===== src/hdl/tcw_pkg.sv =====
// Shared types, constants and codes for the text console writer.
package tcw_pkg;

  localparam int COLUMNS_DEFAULT = 80;
  localparam int ROWS_DEFAULT    = 25;

  localparam int OP_W      = 2;
  localparam int CHAR_W    = 8;
  localparam int ATTR_W    = 8;
  localparam int INDEX_W   = 11;
  localparam int DATA_W    = 16;
  localparam int COL_OUT_W = 7;
  localparam int ROW_OUT_W = 5;

  localparam int QUEUE_DEPTH = 2;

  localparam logic [DATA_W-1:0] BLANK_CELL     = 16'h0720;
  localparam logic [CHAR_W-1:0] CHAR_NEWLINE   = 8'd10;
  localparam logic [CHAR_W-1:0] CHAR_BACKSPACE = 8'd8;
  localparam logic [CHAR_W-1:0] CHAR_TAB       = 8'd9;

  typedef enum logic [OP_W-1:0] {
    OP_PUT    = 2'd0,
    OP_CLEAR  = 2'd1,
    OP_READ   = 2'd2,
    OP_UNUSED = 2'd3
  } op_t;

  typedef enum logic [2:0] {
    CMD_NOP,
    CMD_PUT,
    CMD_NEWLINE,
    CMD_BACKSPACE,
    CMD_TAB,
    CMD_CLEAR,
    CMD_READ
  } cmd_kind_t;

  typedef struct packed {
    cmd_kind_t            kind;
    logic [CHAR_W-1:0]    char_code;
    logic [ATTR_W-1:0]    attribute;
    logic [INDEX_W-1:0]   cell_index;
  } cmd_t;

  typedef enum logic [2:0] {
    ST_IDLE,
    ST_EXEC,
    ST_FILL,
    ST_DIV,
    ST_RROW,
    ST_RADDR,
    ST_RDATA,
    ST_DONE
  } back_state_t;

endpackage


===== src/hdl/tcw_queue.sv =====
// Short command queue between the front end and the back end.
module tcw_queue (
  input  logic          clk,
  input  logic          rst,
  input  logic          push,
  input  tcw_pkg::cmd_t push_cmd,
  output logic          full,
  input  logic          pop,
  output logic          valid,
  output tcw_pkg::cmd_t head
);

  localparam int DEPTH = tcw_pkg::QUEUE_DEPTH;
  localparam int PW    = (DEPTH > 1) ? $clog2(DEPTH) : 1;

  tcw_pkg::cmd_t slots [DEPTH];
  logic [PW-1:0] wr_ptr;
  logic [PW-1:0] rd_ptr;
  logic [PW:0]   count;

  assign full  = count == (PW+1)'(DEPTH);
  assign valid = count != '0;
  assign head  = slots[rd_ptr];

  always_ff @(posedge clk) begin
    if (rst) begin
      wr_ptr <= '0;
      rd_ptr <= '0;
      count  <= '0;
    end else begin
      if (push) begin
        wr_ptr <= (wr_ptr == PW'(DEPTH - 1)) ? '0 : wr_ptr + 1'b1;
      end
      if (pop) begin
        rd_ptr <= (rd_ptr == PW'(DEPTH - 1)) ? '0 : rd_ptr + 1'b1;
      end
      if (push && !pop) begin
        count <= count + 1'b1;
      end else if (pop && !push) begin
        count <= count - 1'b1;
      end
    end
  end

  always_ff @(posedge clk) begin
    if (push) begin
      slots[wr_ptr] <= push_cmd;
    end
  end

endmodule


===== config.mk =====
export PLATFORM = sky130hd
export DESIGN_NAME = tcw_queue
export DESIGN_NICKNAME = d
export VERILOG_FILES = /design/src/hdl/tcw_pkg.sv /design/src/hdl/tcw_queue.sv
export SDC_FILE = /design/constraint.sdc
export NUM_CORES = 1
export LEC_CHECK = 0
export ABC_AREA = 1
export BUFFER_PORTS_ARGS = -buffer_cell sky130_fd_sc_hd__buf_2
export CORE_ASPECT_RATIO = 1.4
export CORE_MARGIN = 2
export CORE_UTILIZATION = 30
export CTS_BUF_LIST = sky130_fd_sc_hd__clkbuf_4 sky130_fd_sc_hd__clkbuf_8 sky130_fd_sc_hd__clkbuf_16
export DETAILED_ROUTE_END_ITERATION = 8
export PLACE_DENSITY = 0.47
export SETUP_SLACK_MARGIN = 0.15
export SLEW_MARGIN = 15
export SYNTH_ARGS = -nofsm -noshare
export SYNTH_HDL_FRONTEND = slang
export SYNTH_SLANG_ARGS = --single-unit

===== constraint.sdc =====
create_clock -name clk -period 2.9 [get_ports clk]
set_clock_uncertainty 0.15 [all_clocks]
set_input_delay 0.87 -clock clk [delete_from_list [all_inputs] [get_ports clk]]
set_output_delay 0.87 -clock clk [all_outputs]
set_load 0.01 [all_outputs]

# Yosys cells after proc, flatten, opt, wreduce, memory -nomap -nowiden
# Memory sizes are Yosys's and may differ from the RTL's. A register that Yosys moved wholly into a read port is not among the register bits.
# Index checks and enable logic that the tools add are counted.
[word_totals]
elab_cells = 23
inputBits = 34
reg_bits = 4
memories = 1
ram_bits = 60
[memory_table]
columns = ["name", "words", "width", "read_ports", "rd_ports_with_merged_regs", "wr", "line", "source"]
rows = [
  ["slots", 2, 30, 1, 1, 1, "tcw_queue.sv:16", "tcw_pkg::cmd_t slots [DEPTH];"],
]
[classes]
mux = 8
eq_ne = 1
addsub = 4
reduce_logical = 6
[ops]
columns = ["operator", "count"]
rows = [
  ["two-way mux 1 bit", 6],
  ["two-way mux 2 bit", 2],
  ["nonzero test 2 bit", 2],
  ["adder 1 bit, second input constant", 2],
  ["adder 2 x 1 -> 2 bit, second input constant", 1],
  ["equality test 2 bit, second input constant", 1],
  ["logical AND 1 bit", 2],
  ["logical NOT 1 bit", 2],
  ["subtractor 2 x 1 -> 2 bit, second input constant", 1],
]

# Logic depth before layout (Yosys ltp)
[depth]
ltp_word = 4
ltp_mapped = 8
depth_no_buf = 8

# Worst setup path before layout
# OpenSTA, ideal clock, no wires.
[synth_path]
kind = "input-to-reg"
start = "in push"
end = "mem slots[0][0] in the netlist's numbering, enable pin"
t_required_ns = 2.332
slack_ns = 0.157
path_stages = 2
t_arrival_ns = 2.176
setup_time_ns = 0.418
path_cell_list = "inv_1 > nor2_1"
[synth_via]
elab_chain_len = 2
[synth_lines]
columns = ["item", "line", "source"]
rows = [
  ["from (decl)", "tcw_queue.sv:5", "input logic push,"],
  ["two-way mux 1 bit", "tcw_queue.sv:46", "if (push) begin"],
  ["two-way mux 1 bit (implied by the code)", "tcw_queue.sv:47", "slots[wr_ptr] <= push_cmd;"],
  ["to (decl)", "tcw_queue.sv:16", ""],
]
# Every way passes these cells.

==> metrics <==
status=finished, final reports clean; Critical Path RT=1.88 ns; Rows=39; vias in the first global route=1338; syn nets=161; gr ovfl total=0; CTS Buf Count=9; antenna viol nets, final=0; CTS tree=built; Largest delay share family, worst path=flip-flops; maximum vdd drop=0.307 mV; first-pass GRT wire length=6510 um; worst min-delay path category=flip-flop to flip-flop; width of the die=81.3 um; dominant cells by area after synthesis=edfxtp_1 (72%), mux2_4 (18%), dfxtp_1 (4.0%), inv_1 (1.3%), buf_6 (1.3%); io pins=66; post-synthesis cell count=126; max-slew violation count=0; critical path arrival=1.59 ns; Post-Place Cell Area=2990 um2; clk sinks=65; Setup crit end kind=output pin; Cells after DPL=293; part of the cycle the worst path needs=0.900; CTS Buffer Depth=2; crit-path cells=buf_12 -> mux2_4 -> buf_2; share of layout cells above drive strength 1=0.541; Post-DP HPWL=2970 um; Rel. slew slack=0.661; post-synth top area cell=edfxtp_1; path depth of the worst reg2reg path=3; routed via count=1298; R2R Setup Slk=1.42 ns; H-Tree Level Count=3; Clock Latency Late Sink=0.32 ns; GRT Total Usage=0.104; initial core utilization=0.308; hold_buf cts=0; Routed WL=4250 um; fin area=3250 um2; Post-Layout Cell Count=309; register area share after synthesis=0.757; RePlAce Congestion=0.654; DRC=0; Post-CTS Setup Bufs=0; CP Depth=3; Inserted Diodes=0; average size of a mapped cell=19.9 um2; RR Startpoint=wr_ptr$_SDFFE_PP0P_; dpl ws=0.592 ns; Hold Worst Slack=0.369 ns; Final Hold Fails=0; iteration-0 DRC count of the detailed router=48; Yosys reg bits=65; die area=9130 um2; crit-path max FO=21; worst hold endpoint=rd_ptr$_SDFFE_PP0P_; largest net degree at the start of global routing=29; Core Region=8150 um2; reg2reg end=slots[1][18]$_DFFE_PP_; slowest CP cell=dfxtp_2; number of antenna violations at the first check in global routing=0; share of the synthesized area in the top cell type=0.717; first-pass iteration count of the detailed router=4; PostCTS Resize Cnt=0; Final TNS setup=0 ns; CTS Root Cell=clkbuf_16; Netlist Area Pre-Place=2510 um2; Clock transition at path regs=0.05 ns; Netlist cell types=14; Pwr per Cell Area=699 nW/um2; die extent in y=112 um; Nets=237; synth warn=0; Hold Startpoint=rd_ptr$_SDFFE_PP0P_; drt wl/cell=13.8 um; post-DR vias/cell=4.20; Layout area overhead=29.2%; CP Launch Type=flip-flop; Least-Margin Pin Slew=0.507 ns; Largest stage delay, worst path=0.54 ns; Buffers on Ports=65; Max Freq=383 MHz; hold path cells=2; max-cap viol count=0; CP bufs+invs=2; RSZ-0062 raised after global routing=no; Final setup viols=0; fin worst setup slack=0.289 ns; crit path kind=flip-flop to output pin; min cycle time layout=2.61 ns; Leakage=1.33 nW
worst max path at each step:
| stage | startpoint | to | slack [ns] |
|---|---|---|---|
| 2_1_floorplan | push | slots[0][0]$_DFFE_PP_ | 0.16 |
| 3_3_place_gp | flip-flop | head[14] | 0.59 |
| 6_report | flip-flop | head[14] | 0.29 |
| 5_1_grt | flip-flop | head[14] | 0.20 |
| 4_1_cts | flip-flop | head[14] | 0.24 |
| 3_5_place_dp | flip-flop | head[14] | 0.59 |
stage by stage:
step	utilization	total power, W
6_report	0.398	0.00227
3_3_place_gp	0.367	0.00138
5_1_grt	0.398	0.00237
2_1_floorplan	-	0.00128
4_1_cts	0.398	0.00231
3_5_place_dp	0.367	0.00138
report_power, final:
part | total, W | internal (W) | switching [W]
clock network | 0.000913 | 0.000570 | 0.000343
logic | 0.000250 | 0.000135 | 0.000115
registers | 0.00111 | 0.00108 | 0.0000220
total | 0.00227 | 0.00179 | 0.000480
cell usage in the layout, fill, tap and decap left out, drive strengths merged:
cell type / count
dfxtp: 5
nand3: 1
nand2: 6
nand4: 1
nor2: 6
clkinv: 6
edfxtp: 60
mux2: 30
o21ai: 1
inv: 9
clkbuf: 10
a21oi: 1
xnor2: 1
ha: 1
nor3: 1
buf: 68
cells in the mapped netlist:
cell / number
nand2_1: 6
o21ai_0: 1
inv_1: 9
edfxtp_1: 60
xnor2_1: 1
a21oi_1: 1
nor2_1: 6
nor3_1: 1
ha_1: 1
buf_6: 3
nand3_1: 1
dfxtp_1: 5
mux2_4: 30
nand4_1: 1
tightest hold or removal path: stages, from the launching register on:
cell,delay [ns]
dfxtp_1,0.32
xnor2_1,0.09
nor2_1,0.08
sequential cells by signal, indices dropped and copies added, names as in the netlist, named ones only:
name and cells:
count 2, rd_ptr 1, slots 60, wr_ptr 1
kinds of logic (layout without fill, tap and decap cells):
logic type | after synthesis | count (layout) | share of synthesized area
xor gates and xnor gates | 1 | 1 | 0.00349
adders and majority gates | 1 | 1 | 0.00498
and+or+nand+nor | 15 | 15 | 0.0244
DFF | 65 | 65 | 0.757
muxes | 30 | 30 | 0.179
AOI/OAI and AO/OA | 2 | 2 | 0.00398
buffers and inverters | 12 | 93 | 0.0269
cell type report:
type | count | area, um2
Sequential cell | 65 | 1900
Clock buffer | 10 | 233
Multi-Input combinational cell | 49 | 551
Inverter | 9 | 33.8
Timing Repair Buffer | 68 | 373
Tap cell | 102 | 128
Clock inverter | 6 | 25.0
Fill cell | 763 | 4900
layer usage:
layer | share of wire | vias up | routed length (um) | global-route usage
li1 | - | 623 | - | -
met1 | 0.37 | 621 | 1570 | 0.0997
met2 | 0.54 | 44 | 2300 | 0.177
met3 | 0.060 | 10 | 253 | 0.0394
met4 | 0.031 | 0 | 131 | 0.0746
met5 | 0 | - | 0 | 0
Note: power is estimated with default switching activity, not from simulation.
