File: config.mk
export PLATFORM = sky130hd
export DESIGN_NAME = tcw_front
export DESIGN_NICKNAME = d
export VERILOG_FILES = /design/src/hdl/tcw_pkg.sv /design/src/hdl/tcw_front.sv
export SDC_FILE = /design/constraint.sdc
export NUM_CORES = 1
export LEC_CHECK = 0
export BUFFER_PORTS_ARGS = -buffer_cell sky130_fd_sc_hd__buf_2
export CELL_PAD_IN_SITES_DETAIL_PLACEMENT = 1
export CELL_PAD_IN_SITES_GLOBAL_PLACEMENT = 2
export CORE_AREA = 2 2 60 62
export DETAILED_ROUTE_END_ITERATION = 12
export DIE_AREA = 0 0 62 64
export GPL_ROUTABILITY_DRIVEN = 0
export GPL_TIMING_DRIVEN = 1
export PLACE_DENSITY = 0.89
export SLEW_MARGIN = 5
export SYNTH_ARGS = -nofsm -noshare
export SYNTH_HDL_FRONTEND = slang
export SYNTH_SLANG_ARGS = --single-unit
File: constraint.sdc
create_clock -name vclk -period 1.05
set_clock_uncertainty 0.2 [all_clocks]
set_input_delay 0.0525 -clock vclk [all_inputs]
set_output_delay 0.0525 -clock vclk [all_outputs]
set_load 0.005 [all_outputs]
File: src/hdl/tcw_pkg.sv
// Shared types, constants and codes for the text console writer.
package tcw_pkg;

  localparam int COLUMNS_DEFAULT = 80;
  localparam int ROWS_DEFAULT    = 25;

  localparam int OP_W      = 2;
  localparam int CHAR_W    = 8;
  localparam int ATTR_W    = 8;
  localparam int INDEX_W   = 11;
  localparam int DATA_W    = 16;
  localparam int COL_OUT_W = 7;
  localparam int ROW_OUT_W = 5;

  localparam int QUEUE_DEPTH = 2;

  localparam logic [DATA_W-1:0] BLANK_CELL     = 16'h0720;
  localparam logic [CHAR_W-1:0] CHAR_NEWLINE   = 8'd10;
  localparam logic [CHAR_W-1:0] CHAR_BACKSPACE = 8'd8;
  localparam logic [CHAR_W-1:0] CHAR_TAB       = 8'd9;

  typedef enum logic [OP_W-1:0] {
    OP_PUT    = 2'd0,
    OP_CLEAR  = 2'd1,
    OP_READ   = 2'd2,
    OP_UNUSED = 2'd3
  } op_t;

  typedef enum logic [2:0] {
    CMD_NOP,
    CMD_PUT,
    CMD_NEWLINE,
    CMD_BACKSPACE,
    CMD_TAB,
    CMD_CLEAR,
    CMD_READ
  } cmd_kind_t;

  typedef struct packed {
    cmd_kind_t            kind;
    logic [CHAR_W-1:0]    char_code;
    logic [ATTR_W-1:0]    attribute;
    logic [INDEX_W-1:0]   cell_index;
  } cmd_t;

  typedef enum logic [2:0] {
    ST_IDLE,
    ST_EXEC,
    ST_FILL,
    ST_DIV,
    ST_RROW,
    ST_RADDR,
    ST_RDATA,
    ST_DONE
  } back_state_t;

endpackage

File: src/hdl/tcw_front.sv
// Front end: accepts input items and classifies them into commands.
module tcw_front #(
  parameter int COLUMNS = tcw_pkg::COLUMNS_DEFAULT,
  parameter int ROWS    = tcw_pkg::ROWS_DEFAULT
) (
  input  logic                         in_valid,
  output logic                         in_stall,
  input  logic [tcw_pkg::OP_W-1:0]     operation,
  input  logic [tcw_pkg::CHAR_W-1:0]   char_code,
  input  logic [tcw_pkg::ATTR_W-1:0]   attribute,
  input  logic [tcw_pkg::INDEX_W-1:0]  cell_index,
  input  logic                         q_full,
  output logic                         q_push,
  output tcw_pkg::cmd_t                q_cmd
);

  localparam int CELLS = COLUMNS * ROWS;

  logic index_ok;

  assign index_ok = 32'(cell_index) < 32'(CELLS);
  assign in_stall = q_full;
  assign q_push   = in_valid && !q_full;

  always_comb begin
    q_cmd.char_code  = char_code;
    q_cmd.attribute  = attribute;
    q_cmd.cell_index = cell_index;
    case (tcw_pkg::op_t'(operation))
      tcw_pkg::OP_PUT: begin
        case (char_code)
          tcw_pkg::CHAR_NEWLINE:   q_cmd.kind = tcw_pkg::CMD_NEWLINE;
          tcw_pkg::CHAR_BACKSPACE: q_cmd.kind = tcw_pkg::CMD_BACKSPACE;
          tcw_pkg::CHAR_TAB:       q_cmd.kind = tcw_pkg::CMD_TAB;
          default:                 q_cmd.kind = tcw_pkg::CMD_PUT;
        endcase
      end
      tcw_pkg::OP_CLEAR: q_cmd.kind = tcw_pkg::CMD_CLEAR;
      // A read outside the store returns zero and changes nothing.
      tcw_pkg::OP_READ:  q_cmd.kind = index_ok ? tcw_pkg::CMD_READ : tcw_pkg::CMD_NOP;
      default:           q_cmd.kind = tcw_pkg::CMD_NOP;
    endcase
  end

endmodule

* Yosys cells after proc, flatten, opt, wreduce, memory -nomap -nowiden *
Index checks and enable logic that the tools add are counted.

operators by class
  bitwise gates (word level) = 0
  $mul = 0
  multiplexer cells = 3
  shift operators = 0
  reduce and logical (&&, ||, !) cells = 3
  eq/ne operators = 5
  divide/modulo/power cells = 0
  add/sub/neg operators = 0
  order comparisons = 1

operators with widths
  cell                                                 count
  equality test 8 x 4 -> 1 bit, second input constant  3
  case mux 3 bit (3 select lines)                      2
  < comparator 11 bit, second input constant           1
  two-way mux 3 bit                                    1
  equality test 2 x 1 -> 1 bit, second input constant  1
  equality test 2 bit, second input constant           1
  zero test 2 bit                                      1
  logical AND 1 bit                                    1
  zero test 1 bit                                      1

word-level totals
  input port bits = 31
  bits in registers = 0
  memories kept = 0
  bits in latches = 0
  ROM bits = 0
  bits in writable memories = 0
  word-level logic and storage cells = 12
  output and inout bits = 32

* Depth between registers and ports, before layout *
Gate-level depths: netlist of run 1.

  word-level depth = 3
  depth in mapped cells = 3
  depth with buffers taken out = 3

* Least setup slack after synthesis of run 1 *
OpenSTA, ideal clock, no wires.

  path type = input -> output
  start point = input char_code[2] in the netlist's numbering
  end point = output q_cmd[29] in the netlist's numbering
  required time = 0.797 ns
  stages = 3
  path buffers = 0
  arrival time = 0.607 ns
  setup slack = 0.191 ns
  path through = nor4b_4 -> a311oi_1 -> a21oi_1

RTL lines
  item                RTL line         RTL
  start: declaration  tcw_front.sv:9   input logic [tcw_pkg::CHAR_W-1:0] char_code,
  end: declaration    tcw_front.sv:14  output tcw_pkg::cmd_t q_cmd

==> metrics.txt, run 1 <==
net count after synthesis 75; Final Max Tran Viols 0; Post-Synth Simple-Gate Area 17.9%; CP Capture Type primary output; Compound-Gate Fraction of Synth Area approximately 14%; Final setup violation count 2; peak fanout along the critical path 3; peak supply drop around 0.048 mV; initial DRC count 2; Synth area leaders buf_4, nor4b_4, nor2b_1, nor2_1, a21oi_1; DIE WIDTH 62 µm; mapped cell area 322 µm²; status finished with violations; static leakage approximately 0.24 nW; die area roughly 0.0040 mm²; initial antenna violation count 0; ANT nets after route 0; min-delay src char_code[4]; Total Routing Usage GR 4.12%; Via Count approximately 360; Final Cycle Share 103%; Initial DRT Pass Iterations 2; vias in the first global route 346; Core Util, Final 15.1%; Worst Setup EP q_cmd[29]; Crit path required time around 800 ps; Setup crit start char_code[5]; starting density of the core 9.79%; most numerous cell in the Yosys netlist buf_4; routed wire length about 1000 µm; Max Fclk 925 MHz; largest area contributor in the netlist buf_4; Hold Path Class input pin to primary output; Final WS setup -30.7 ps; Mapped Cells 44; Die Ht 64 µm; Unique masters post-synth 12; post-synthesis mux area share 0%; Hold Fails Final Rpt 0; FILL cells between 400 and 500; Register Area 0 µm²; MaxCap Viol Count 0; adder-cell share of the synthesized area 0%; total design power roughly 0.00017 W; crit path DAT about 830 ps; number of sequential cells 0; Synth Area in XOR/XNOR 2.72%; layout cells sized above 1 59.7%; Clock buffer cells 0; Port-buffer cells 39; Synth Area per Inst 7.31 µm²; final layout net count 100; Wirelength per Cell 9.01 µm; RSZ-0062 raised after global routing yes; total gr overflow 0; Sum Neg Setup Slack -58.7 ps; largest family of logic cells by synthesized area buffers and inverters; synth cell count leaders buf_4, nor2_1, a21oi_1, nand3_1, nor2b_1; core area roughly 0.0033 mm²; Area Growth Syn to Fin 54.5%; crit path kind input pin to primary output; Yosys warnings 0; Worst Tran Pin Value 254 ps; I/O pin cnt 63; largest net degree at the start of global routing 6; crit start category input pin; global-route wire length before repair 1360 µm; ANT cells 0; failing checks negative setup slack; PD cells 341 mW/mm²; DRC errors left 0; Row Count 21; final critical-path required period 1080 ps; share of the synthesized area in the top cell type approximately two thirds; Via-to-Cell Ratio 3.16; register area share after synthesis 0%; worst rel slew slack 83.0%
==> where the power goes <==
part | switching, W | total (W) | internal, W
sequential | 0 | 0 | 0
clock | 0 | 0 | 0
combinational | 0.0000682 | 0.000170 | 0.000101
==> how the worst min path moves through the flow <==
stage                      endpoint  slack, ps  cells after the start
final                     q_cmd[23]         80                      2
after global routing      q_cmd[24]         90                      2
after CTS                 q_cmd[23]         90                      2
after detailed placement  q_cmd[14]        -90                      0
after global placement    q_cmd[14]        -90                      0
after floorplan           q_cmd[28]        -70                      1
==> placed cells by master (no fill, tap or decap) <==
cell type	synthesis	final
nor4b_4	1	1
buf_2	0	37
dlygate4sd3_1	0	12
o21bai_1	1	1
xnor2_1	1	1
o21ai_1	0	1
a31oi_1	1	1
nor2b_1	2	2
nor2_1	3	3
buf_6	0	2
a311oi_1	1	1
nand3_1	2	2
a21oi_1	2	2
o211ai_1	1	1
==> critical path: stages <==
cell	delay, ps
buf_6	100
nor4b_4	310
a311oi_1	130
a21oi_1	120
buf_2	120
==> layout make-up <==
class	instances	area (µm²)	share of cell area, %
tap	46	57.6	11.6
multi-input combinational	16	111	22.4
timing repair buffer	51	328	66.0
==> metal layers <==
layer / GRT usage (%) / up-vias / wire (µm)
li1: - / 166 / -
met1: 3.51 / 163 / 298
met2: 9.38 / 26 / 624
met3: 0 / 2 / 76
met4: 0.798 / 0 / 19
met5: 0 / - / 0
==> kinds of logic (layout without fill, tap and decap cells) <==
kind of cell           count (synthesis)  in the layout
XOR/XNOR                               1              1
buffers and inverters                 28             51
AND/OR/NAND/NOR                        8              8
AO/OA/AOI/OAI                          7              7
==> per-stage QoR <==
stage | instance area (µm²) | instances | setup slack, ps | hold WS [ps]
after global routing | 497 | 113 | -88.8 | 91.6
after floorplan | 322 | 44 | 191 | -67.4
after CTS | 497 | 113 | -38.1 | 87.4
after global placement | 364 | 101 | -33.4 | -95.0
final | 497 | 113 | -30.7 | 84.8
after detailed placement | 364 | 101 | -67.1 | -95.0
==> repair_timing <==
| action | in CTS | in global routing |
|---|---|---|
| hold endpoints to repair | 12 | 0 |
| setup buffers | 0 | 0 |
| pin swaps | 2 | 3 |
| gates resized for setup | 4 | 1 |
| setup endpoints to repair | 2 | 2 |
| hold buffers | 12 | 0 |
Note: power is estimated with default switching activity, not from simulation.
==> run 2, diff against run 1 <==
--- a/config.mk
+++ b/config.mk
@@ -12,8 +12,8 @@
 export DETAILED_ROUTE_END_ITERATION = 12
 export DIE_AREA = 0 0 62 64
 export GPL_ROUTABILITY_DRIVEN = 0
-export GPL_TIMING_DRIVEN = 1
 export PLACE_DENSITY = 0.89
+export SETUP_SLACK_MARGIN = 0.1
 export SLEW_MARGIN = 5
 export SYNTH_ARGS = -nofsm -noshare
 export SYNTH_HDL_FRONTEND = slang
==> metrics.txt, run 2 (synthesized netlist as in run 1, its figures left out) <==
total gr overflow 0 (unchanged); Hold Fails Final Rpt 0 (unchanged); static leakage 0.245 nW (+2.4%); ANT cells 0 (unchanged); Critical-path top delay cell nor4b_4; failing checks negative setup slack; Die Ht 64 µm (unchanged); initial antenna violation count 0 (unchanged); commonest cells after routing, fill and taps aside buf_2, dlygate4sd3_1, nor2_1; Register Area 0 µm² (unchanged); total design power 0.000175 W (+2.9%); Post-CTS Setup Repair Bufs 0 (unchanged); Finished Cell Area 504 µm² (+1.5%); dpl cells 101 (unchanged); final layout net count 100 (unchanged); WP buf/inv 2 (unchanged); CP Capture Type primary output; CP max stage delay 310 ps (about the same); I/O pin cnt 63 (unchanged); peak fanout along the critical path 3 (unchanged); crit start category input pin; Final WS setup -30.5 ps (+0.123 ps); layout cells sized above 1 61.2% (+1.5 points); Hold Path Class input pin to primary output; global-route wire length before repair 1360 µm (unchanged); core area 0.00328 mm² (unchanged); PD cells 346 mW/mm² (+1.4%); die area 0.00397 mm² (unchanged); Sum Neg Setup Slack -53.9 ps (+4.85 ps); vias in the first global route 346 (unchanged); number of sequential cells 0 (unchanged); routed wire length 1070 µm (+4.8%); crit path DAT 830 ps (about the same); Worst Tran Pin Value 254 ps (unchanged); peak supply drop 0.0484 mV (-0.16%); crit path cell chain buf_6 -> nor4b_4 -> a311oi_1 -> a21oi_1 -> buf_2; Initial DRT Pass Iterations 3 (+1); DRC errors left 0 (unchanged); DIE WIDTH 62 µm (unchanged); Max Fclk 925 MHz (about the same); RSZ-0062 raised after global routing yes; Crit path required time 800 ps (about the same); Via-to-Cell Ratio 3.18 (+0.56%); Final setup violation count 2 (unchanged); Crit path max-delay family simple AND/OR/NAND/NOR gates; worst rel slew slack 83.0% (unchanged); Final Cycle Share 103% (about the same); Wirelength per Cell 9.44 µm (+4.8%); ANT nets after route 0 (unchanged); Row Count 21 (unchanged); Total Routing Usage GR 4.12% (unchanged); most common cell after layout, fill and taps aside buf_2; starting density of the core 9.79% (unchanged); status finished with violations; largest net degree at the start of global routing 6 (unchanged); final critical-path required period 1080 ps (-0.123 ps); Area Growth Syn to Fin 56.8%; Port-buffer cells 39 (unchanged); final std cells w/o fill 113 (unchanged); Final Max Tran Viols 0 (unchanged); MaxCap Viol Count 0 (unchanged); hold depth 2 (unchanged); crit path kind input pin to primary output; Crit. path cell count 5 (unchanged); Via Count 359 (+0.56%); placed instance area 364 µm² (unchanged); Clock buffer cells 0 (unchanged); initial DRC count 2 (unchanged)
-- run 2: timing repair --
item / in CTS / in global routing
setup endpoints to repair: 3 / 3
gates resized for setup: 4 / 2
pin swaps: 3 / 5
hold buffers: 12 / 0
endpoints found under the hold margin: 12 / 0
-- run 2: path summary, 6_finish.rpt --
check | start | slack (ps) | to
worst min-delay path | char_code[4] | 80 | q_cmd[23]
worst max-delay path | char_code[5] | -30 | q_cmd[29]
-- run 2: report_power, final --
group | switching [W] | total (W) | internal (W)
sequential | 0 | 0 | 0
combinational | 0.0000707 | 0.000175 | 0.000104
clock | 0 | 0 | 0
-- run 2: final cells by class --
class | count | area [µm²]
well taps | 46 | 57.6
fillers | 402 | 2780
multi-input cells | 16 | 119
repair buffers | 51 | 328
-- run 2: per-stage QoR --
stage	util [%]	setup WS, ps	hold WS, ps
global placement	11.1	-33.4	-95.0
CTS	15.1	-37.2	87.4
finish	15.4	-30.5	84.8
detailed placement	11.1	-67.1	-95.0
floorplan	-	191	-67.4
global route	15.4	-85.6	91.6
-- run 2: metal layers --
| layer | GRT usage [%] | part of all wire [%] | vias to the layer above |
|---|---|---|---|
| met4 | 0.798 | 1.8 | 0 |
| met3 | 0 | 7.1 | 2 |
| met2 | 9.38 | 63 | 26 |
| li1 | - | - | 166 |
| met5 | 0 | 0 | - |
| met1 | 3.51 | 28 | 165 |
==> run 3, diff against run 2 <==
--- a/config.mk
+++ b/config.mk
@@ -6,13 +6,11 @@
 export NUM_CORES = 1
 export LEC_CHECK = 0
 export BUFFER_PORTS_ARGS = -buffer_cell sky130_fd_sc_hd__buf_2
-export CELL_PAD_IN_SITES_DETAIL_PLACEMENT = 1
-export CELL_PAD_IN_SITES_GLOBAL_PLACEMENT = 2
-export CORE_AREA = 2 2 60 62
+export CORE_AREA = 2 2 39 41
 export DETAILED_ROUTE_END_ITERATION = 12
-export DIE_AREA = 0 0 62 64
+export DIE_AREA = 0 0 41 43
 export GPL_ROUTABILITY_DRIVEN = 0
-export PLACE_DENSITY = 0.89
+export PLACE_DENSITY = 0.84
 export SETUP_SLACK_MARGIN = 0.1
 export SLEW_MARGIN = 5
 export SYNTH_ARGS = -nofsm -noshare
==> metrics.txt, run 3 (synthesized netlist as in run 1, its figures left out) <==
total design power 0.000166 W (-5.0%); MaxCap Viol Count 0 (unchanged); Crit path max-delay family simple AND/OR/NAND/NOR gates; metal1 wirelength 227 µm (-24%); Final setup violation count 2 (unchanged); Die Ht 43 µm (-33%); Fin Hold WS 82.0 ps (-2.79 ps); sequential share of power 0% (unchanged); worst rel slew slack 83.2% (+0.20 points); sw frac 38.7% (-1.8 points); core area 0.00138 mm² (-58%); Clock buffer cells 0 (unchanged); min-delay src char_code[5]; Via Count 333 (-7.2%); Met2 Wirelength 403 µm (-40%); crit path cell chain buf_6 -> nor4b_4 -> a311oi_1 -> a21oi_1 -> buf_2; uppermost layer routed met3; starting density of the core 23.2% (+13 points); status finished with violations; dpl cells 71 (-30%); Via-to-Cell Ratio 4.01 (+26%); Initial DRT Pass Iterations 1 (-2); ANT nets after route 0 (unchanged); initial DRC count 0 (-2); Final Cycle Share 105% (+2.5 points); DIE WIDTH 41 µm (-34%); peak supply drop 0.0855 mV (+77%); static leakage 0.239 nW (-2.2%); Total Routing Usage GR 6.39% (+2.3 points); PD cells 358 mW/mm² (+3.5%); final critical-path required period 1110 ps (+26.4 ps); Sum Neg Setup Slack -83.2 ps (-29.3 ps); Final WS setup -56.9 ps (-26.4 ps); placed instance area 327 µm² (-10%); crit path DAT 850 ps (+20 ps); die area 0.00176 mm² (-56%); layout cells sized above 1 61.2% (unchanged); Max Fclk 903 MHz (-2.4%); clock share of power 0% (unchanged); Register Area 0 µm² (unchanged); I/O pin cnt 63 (unchanged); total gr overflow 0 (unchanged); failing checks negative setup slack; vias in the first global route 234 (-32%); Finished Cell Area 463 µm² (-8.2%); Comb pwr share 100.0% (about the same); WHS Endpoint q_cmd[24]; Critical-path top delay cell nor4b_4; largest net degree at the start of global routing 6 (unchanged); total net switching power 0.0000642 W (-9.3%); Hold Path Class input pin to primary output; number of sequential cells 0 (unchanged); Area Growth Syn to Fin 44.0%; Hold Fails Final Rpt 0 (unchanged); final layout net count 100 (unchanged); peak fanout along the critical path 3 (unchanged); RSZ-0062 raised after global routing yes; global-route wire length before repair 848 µm (-38%); commonest cells after routing, fill and taps aside buf_2, dlygate4sd3_1, nor2_1; Post-CTS Setup Repair Bufs 0 (unchanged); hold depth 2 (unchanged); final std cells w/o fill 83 (-27%); Row Count 14 (-33%); initial antenna violation count 0 (unchanged); CP max stage delay 310 ps (about the same); ANT cells 0 (unchanged); most common cell after layout, fill and taps aside buf_2; Crit path required time 800 ps (about the same); Setup crit start char_code[4]; Wirelength per Cell 9.20 µm (-2.5%); Worst Tran Pin Value 251 ps (-2.93 ps); WP buf/inv 2 (unchanged); routed wire length 764 µm (-28%); Port-buffer cells 39 (unchanged); Final Max Tran Viols 0 (unchanged); Internal Pwr Total 0.000102 W (-2.1%); CP Capture Type primary output; metal3 WL 132 µm (+74%); crit path kind input pin to primary output; crit start category input pin; DRC errors left 0 (unchanged)
## run 3: worst max path at each step
stage | end | slack (ps) | cells after the start
global placement | q_cmd[29] | -70 | 5
detailed placement | q_cmd[29] | -120 | 5
finish | q_cmd[29] | -60 | 5
floorplan | q_cmd[29] | 190 | 3
global route | q_cmd[29] | -170 | 5
CTS | q_cmd[29] | -90 | 5
## run 3: power groups by stage
stage                     combinational, W  clock (W)  sequential [W]
after detailed placement          0.000121          0               0
final                             0.000166          0               0
after global routing              0.000185          0               0
after global placement            0.000117          0               0
after floorplan                   0.000112          0               0
after CTS                         0.000167          0               0
## run 3: layer usage
| layer | vias up | track usage [%] |
|---|---|---|
| met5 | - | 0 |
| met4 | 0 | 0 |
| li1 | 168 | - |
| met1 | 133 | 5.38 |
| met3 | 0 | 0 |
| met2 | 32 | 14.7 |
## run 3: stage by stage
| stage | worst slack, ps | utilization, % |
|---|---|---|
| 3_5_place_dp | -122 | 23.6 |
| 5_1_grt | -169 | 33.5 |
| 4_1_cts | -87.0 | 33.2 |
| 2_1_floorplan | 191 | - |
| 3_3_place_gp | -68.1 | 23.6 |
| 6_report | -56.9 | 33.5 |
## run 3: timing repair
| item | in CTS | in global routing |
|---|---|---|
| pin swaps | 3 | 0 |
| hold buffers | 12 | 0 |
| hold endpoints to repair | 12 | 0 |
| resized for setup | 2 | 1 |
| setup endpoints to repair | 3 | 3 |
## run 3: cell type report
type | count | area [µm²]
fill | 159 | 921
timing repair buffer | 51 | 328
multi-input combinational | 16 | 115
tap | 16 | 20.0
